## config.mk

```make
export PLATFORM = sky130hd
export DESIGN_NAME = rsaep_mulmod
export DESIGN_NICKNAME = d
export VERILOG_FILES = /design/src/rtl/core/rsaep_pkg.sv /design/src/rtl/core/rsaep_mulmod.sv
export SDC_FILE = /design/constraint.sdc
export NUM_CORES = 1
export LEC_CHECK = 0
export BUFFER_PORTS_ARGS = -buffer_cell sky130_fd_sc_hd__buf_2
export CAP_MARGIN = 20
export CORE_MARGIN = 2
export CORE_UTILIZATION = 30
export CTS_BUF_LIST = sky130_fd_sc_hd__clkbuf_2
export CTS_CLUSTER_SIZE = 30
export DETAILED_ROUTE_END_ITERATION = 8
export HOLD_SLACK_MARGIN = 0.06
export REMOVE_ABC_BUFFERS = 1
export SETUP_SLACK_MARGIN = 0.3
export SYNTH_ARGS = -nofsm -noshare
export SYNTH_HDL_FRONTEND = slang
export SYNTH_SLANG_ARGS = --single-unit
```

## constraint.sdc

```tcl
create_clock -name clock -period 14.2 [get_ports clock]
set_input_delay 0 -clock clock [delete_from_list [all_inputs] [get_ports clock]]
set_output_delay 0 -clock clock [all_outputs]
set_load 0.01 [all_outputs]
```

## src/rtl/core/rsaep_pkg.sv

```systemverilog
package rsaep_pkg;

   localparam int KEY_BITS    = 28;
   localparam int BYTE_BITS   = 8;
   localparam int DIGIT_BITS  = 7;
   localparam int DIGIT_COUNT = 4;
   localparam int DIGIT_IDX_BITS = $clog2(DIGIT_COUNT);
   localparam int MUL_CNT_BITS   = $clog2(KEY_BITS);

   localparam logic [DIGIT_IDX_BITS-1:0] DIGIT_LAST = DIGIT_IDX_BITS'(DIGIT_COUNT - 1);
   localparam logic [MUL_CNT_BITS-1:0]   MUL_LAST   = MUL_CNT_BITS'(KEY_BITS - 1);

   localparam logic [KEY_BITS-1:0] EXPONENT_RESET = KEY_BITS'(0);
   localparam logic [KEY_BITS-1:0] MODULUS_RESET  = KEY_BITS'(2);

   typedef enum logic {
      CSR_EXPONENT = 1'b0,
      CSR_MODULUS  = 1'b1
   } csr_index_type;

   typedef enum logic [2:0] {
      S_IDLE,
      S_BASE_GO,
      S_BASE_WAIT,
      S_STEP,
      S_MUL_WAIT,
      S_SQR_GO,
      S_SQR_WAIT
   } state_type;

   typedef struct packed {
      logic                start;
      logic [KEY_BITS-1:0] a;
      logic [KEY_BITS-1:0] b;
   } mul_cmd_type;

   typedef struct packed {
      logic                done;
      logic [KEY_BITS-1:0] product;
   } mul_sts_type;

   typedef struct packed {
      logic                load;
      logic [KEY_BITS-1:0] value;
      logic                chunk_end;
   } tx_cmd_type;

endpackage

```

## src/rtl/core/rsaep_mulmod.sv

```systemverilog
module rsaep_mulmod
   import rsaep_pkg::*;
(
   input  logic                clock,
   input  logic                reset,
   input  logic [KEY_BITS-1:0] modulus,
   input  mul_cmd_type         cmd,
   output mul_sts_type         sts
);

   logic                    busy_ff, busy_in;
   logic                    done_ff, done_in;
   logic [MUL_CNT_BITS-1:0] cnt_ff, cnt_in;
   logic [KEY_BITS-1:0]     a_ff, a_in;
   logic [KEY_BITS-1:0]     b_ff, b_in;
   logic [KEY_BITS-1:0]     acc_ff, acc_in;

   logic [KEY_BITS+1:0]     sum;
   logic [KEY_BITS+2:0]     diff1;
   logic [KEY_BITS+2:0]     diff2;
   logic [KEY_BITS-1:0]     reduced;

   // one bit of b per cycle, msb first: acc = 2*acc + b_i*a mod m
   always_comb begin
      sum   = {acc_ff, 1'b0} + (b_ff[KEY_BITS-1] ? {2'b00, a_ff} : '0);
      diff1 = {1'b0, sum} - {3'b000, modulus};
      diff2 = {1'b0, sum} - {2'b00, modulus, 1'b0};
      if (!diff2[KEY_BITS+2]) begin
         reduced = diff2[KEY_BITS-1:0];
      end else if (!diff1[KEY_BITS+2]) begin
         reduced = diff1[KEY_BITS-1:0];
      end else begin
         reduced = sum[KEY_BITS-1:0];
      end
   end

   always_comb begin
      busy_in = busy_ff;
      done_in = 1'b0;
      cnt_in  = cnt_ff;
      a_in    = a_ff;
      b_in    = b_ff;
      acc_in  = acc_ff;
      if (cmd.start) begin
         busy_in = 1'b1;
         cnt_in  = MUL_LAST;
         a_in    = cmd.a;
         b_in    = cmd.b;
         acc_in  = '0;
      end else if (busy_ff) begin
         acc_in = reduced;
         b_in   = {b_ff[KEY_BITS-2:0], 1'b0};
         cnt_in = cnt_ff - MUL_CNT_BITS'(1);
         if (cnt_ff == '0) begin
            busy_in = 1'b0;
            done_in = 1'b1;
         end
      end
   end

   always_ff @(posedge clock) begin
      if (reset) begin
         busy_ff <= 1'b0;
         done_ff <= 1'b0;
      end else begin
         busy_ff <= busy_in;
         done_ff <= done_in;
      end
      cnt_ff <= cnt_in;
      a_ff   <= a_in;
      b_ff   <= b_in;
      acc_ff <= acc_in;
   end

   assign sts.done    = done_ff;
   assign sts.product = acc_ff;

endmodule

```

==> summary.txt <==
Routed len/inst - 17.0 um
Post-synthesis sequential area ratio - 29.9%
Reg clk slew, reported paths - 0.27 ns
Total Wirelength - 23100 um
TritonCTS clock tree - built
CTS max path bufs - 2
Global Route Usage Sum - 16.3%
Slew HR - 33.0%
Commonest non-fill, non-tap cell in the layout - buf_2
Most frequent cells in the layout - buf_2 (114), a21oi_1 (106), ha_1 (84)
Max-Cap Viols - 0
Post-CTS sizing - 0
Worst vdd ir - 65.7 uV
CTS Buf Count - 9
Largest net degree at the start of global routing - 52
Crit path kind - reg2reg
Overflow left after global routing - 0
CTS sink cnt - 91
Core area - 26100 um^2
Async set-reset flop share out of synthesis - 0%
Layout Area Growth over Synthesis - 20.7%
Fraction of layout cells with a size suffix above 1 - 18.9%
Initial Util - 30.6%
Dpl hpwl - 18000 um
Initial antenna violation count - 0
Via/cell ratio - 5.16
Final setup fails - 0
CP Launch Type - register
CP max FO - 28
Die ar. - 27900 um^2
Die Span Y - 167 um
Hold WC Path Type - in2reg
Slew @ Worst Pin - 1.00 ns
NumNets Final - 1195
Drt pass-1 iters - 5
Count of cell types in the netlist - 78
Dpl cells - 1284
Crit path arrival time - 6.63 ns
Top Ports - 116
Final Hold Fails - 0
Row cnt - 59
Root Buffer - clkbuf_2
Cells after Synth - 854
CP required - 14.65 ns
CP Capture Type - register
Syn_area_per_cell - 9.33 um^2
Synth top area cells - edfxtp_1 (21%), ha_1 (13%), dfxtp_1 (8.8%), a21oi_1 (6.7%), a21o_1 (4.2%)
DRT antenna net count - 0
Vias in the first global route - 7004
Antenna Cells - 0
Post-CTS Repair Setup Buffers - 0
Insertion delay to the later sink of the worst-skew pair - 0.56 ns
Area share of the largest cell type after synthesis - 21.1%
CTS HTree Levels - 3
F_max - 162 MHz
Drc violations - 0
Sum Neg Setup Slack - 0 ns
Via count - 7025
Register bit count reported by yosys - 91
Post-synth top area cell - edfxtp_1
RSZ-0062 raised after global routing - no
Die W - 167 um
First-pass GRT wire length - 36900 um
Hold_buf cts - 60
Layout Cells excl Fill - 1361
Pwr Density - 172 nW/um^2
Status - finished, final reports clean
Cell Area, Synth - 7970 um^2
Post-Route Skew - 0.0446 ns
DRT iter0 DRCs - 459
Static leakage - 4.40 nW
Synth Flop Type - edfxtp_1
Max Slew Vio Count - 0
Fin crit share - 43.5%
GP Congestion - 0.863
I/O Buffers - 115
Tmin final - 6.18 ns
EDFF count, synth - 56
Yosys warns - 0
## worst max-delay path, stage by stage (launching register included)
cell and delay (ns):
edfxtp_1 0.72, and2_1 0.26, ha_1 0.22, fa_1 0.44, a211oi_1 0.31, o211ai_1 0.19, a31o_2 0.28, a21o_1 0.21
a21o_1 0.18, a21oi_1 0.17, xnor2_1 0.15, ha_1 0.40, nand2_1 0.09, nor2_1 0.22, a21o_1 0.19, a31oi_4 0.06
o221a_4 0.30, o31ai_4 0.27, a41o_1 0.78, nor3_4 0.13, a22o_1 0.27, a221o_1 0.25
## per-stage QoR
| stage | hold slack [ns] | area [um^2] | worst slack (ns) | total power [mW] | util, % |
|---|---|---|---|---|---|
| after floorplan | 0.0646 | 7830 | 8.81 | 1.19 | - |
| after global placement | 0.177 | 8850 | 8.16 | 1.47 | 34.0 |
| after detailed placement | 0.178 | 8850 | 8.08 | 1.47 | 34.0 |
| after CTS | 0.0681 | 9590 | 8.02 | 1.64 | 36.8 |
| after global routing | 0.0869 | 9620 | 7.61 | 1.79 | 36.9 |
| final | 0.112 | 9620 | 8.02 | 1.65 | 36.9 |
## final timing paths
| check | depth (start not counted) | to | slack, ns | startpoint |
|---|---|---|---|---|
| setup / recovery | 21 | acc_ff[27] | 8.02 | b_ff[27] |
| setup reg to reg | 21 | acc_ff[27] | 8.02 | b_ff[27] |
| hold / removal | 6 | acc_ff[9] | 0.11 | modulus[8] |
| hold reg to reg | 2 | cnt_ff[4] | 0.56 | cnt_ff[4] |
## cells in the mapped netlist (6+ instances only)
library cell and instances:
nand3_1 12, nand2b_1 9, mux2_2 27, a211o_1 6, o21a_1 11, inv_1 48
xor2_1 34, ha_1 84, o21ai_0 32, nor2_1 49, and2_1 34, dfxtp_1 35
and3_1 7, o21bai_1 7, a211oi_2 10, a21o_1 45, mux2i_1 7, a22oi_1 6
or3_1 10, a21oi_1 106, nor3_1 17, clkbuf_1 12, edfxtp_1 56, o21ai_1 8
nand2_1 32, a221o_1 6, a211oi_1 17, xnor2_1 35
## sequential cells by signal, indices dropped and copies added (netlist names)
| signal | count |
|---|---|
| b_ff | 28 |
| busy_ff | 1 |
| cnt_ff | 5 |
| acc_ff | 28 |
| a_ff | 28 |
| done_ff | 1 |
## where the power goes
group / internal, mW / total, mW / switching, mW
Clock: 0.0595 / 0.153 / 0.0935
Sequential: 0.323 / 0.365 / 0.0427
Combinational: 0.465 / 1.13 / 0.668
Total: 0.847 / 1.65 / 0.804
## logic make-up after synthesis
family	Yosys count	share of synthesized area [%]
xor+xnor	69	7.58
flops	91	29.9
compound gates	306	26.8
fa+ha+maj	87	13.9
buf+inv	71	3.96
mux	34	4.69
simple gates	196	13.1
## final cells by class
class | instances | area [um^2]
well taps | 335 | 419
flip-flops and latches | 91 | 2380
clock buffers | 10 | 50.0
inverters | 48 | 180
multi-input cells | 692 | 5270
repair buffers | 179 | 1230
clock inverters | 6 | 88.8
fillers | 2633 | 16400
## layer usage
metal	vias up	wire [um]	share of wire, %	GRT usage (%)
met3	20	1110	4.8	2.07
met5	-	0	0	0
li1	3555	-	-	-
met4	0	284	1.2	4.20
met2	198	10300	45	26.3
met1	3252	11400	49	23.1
Note: power is estimated with default switching activity, not from simulation.
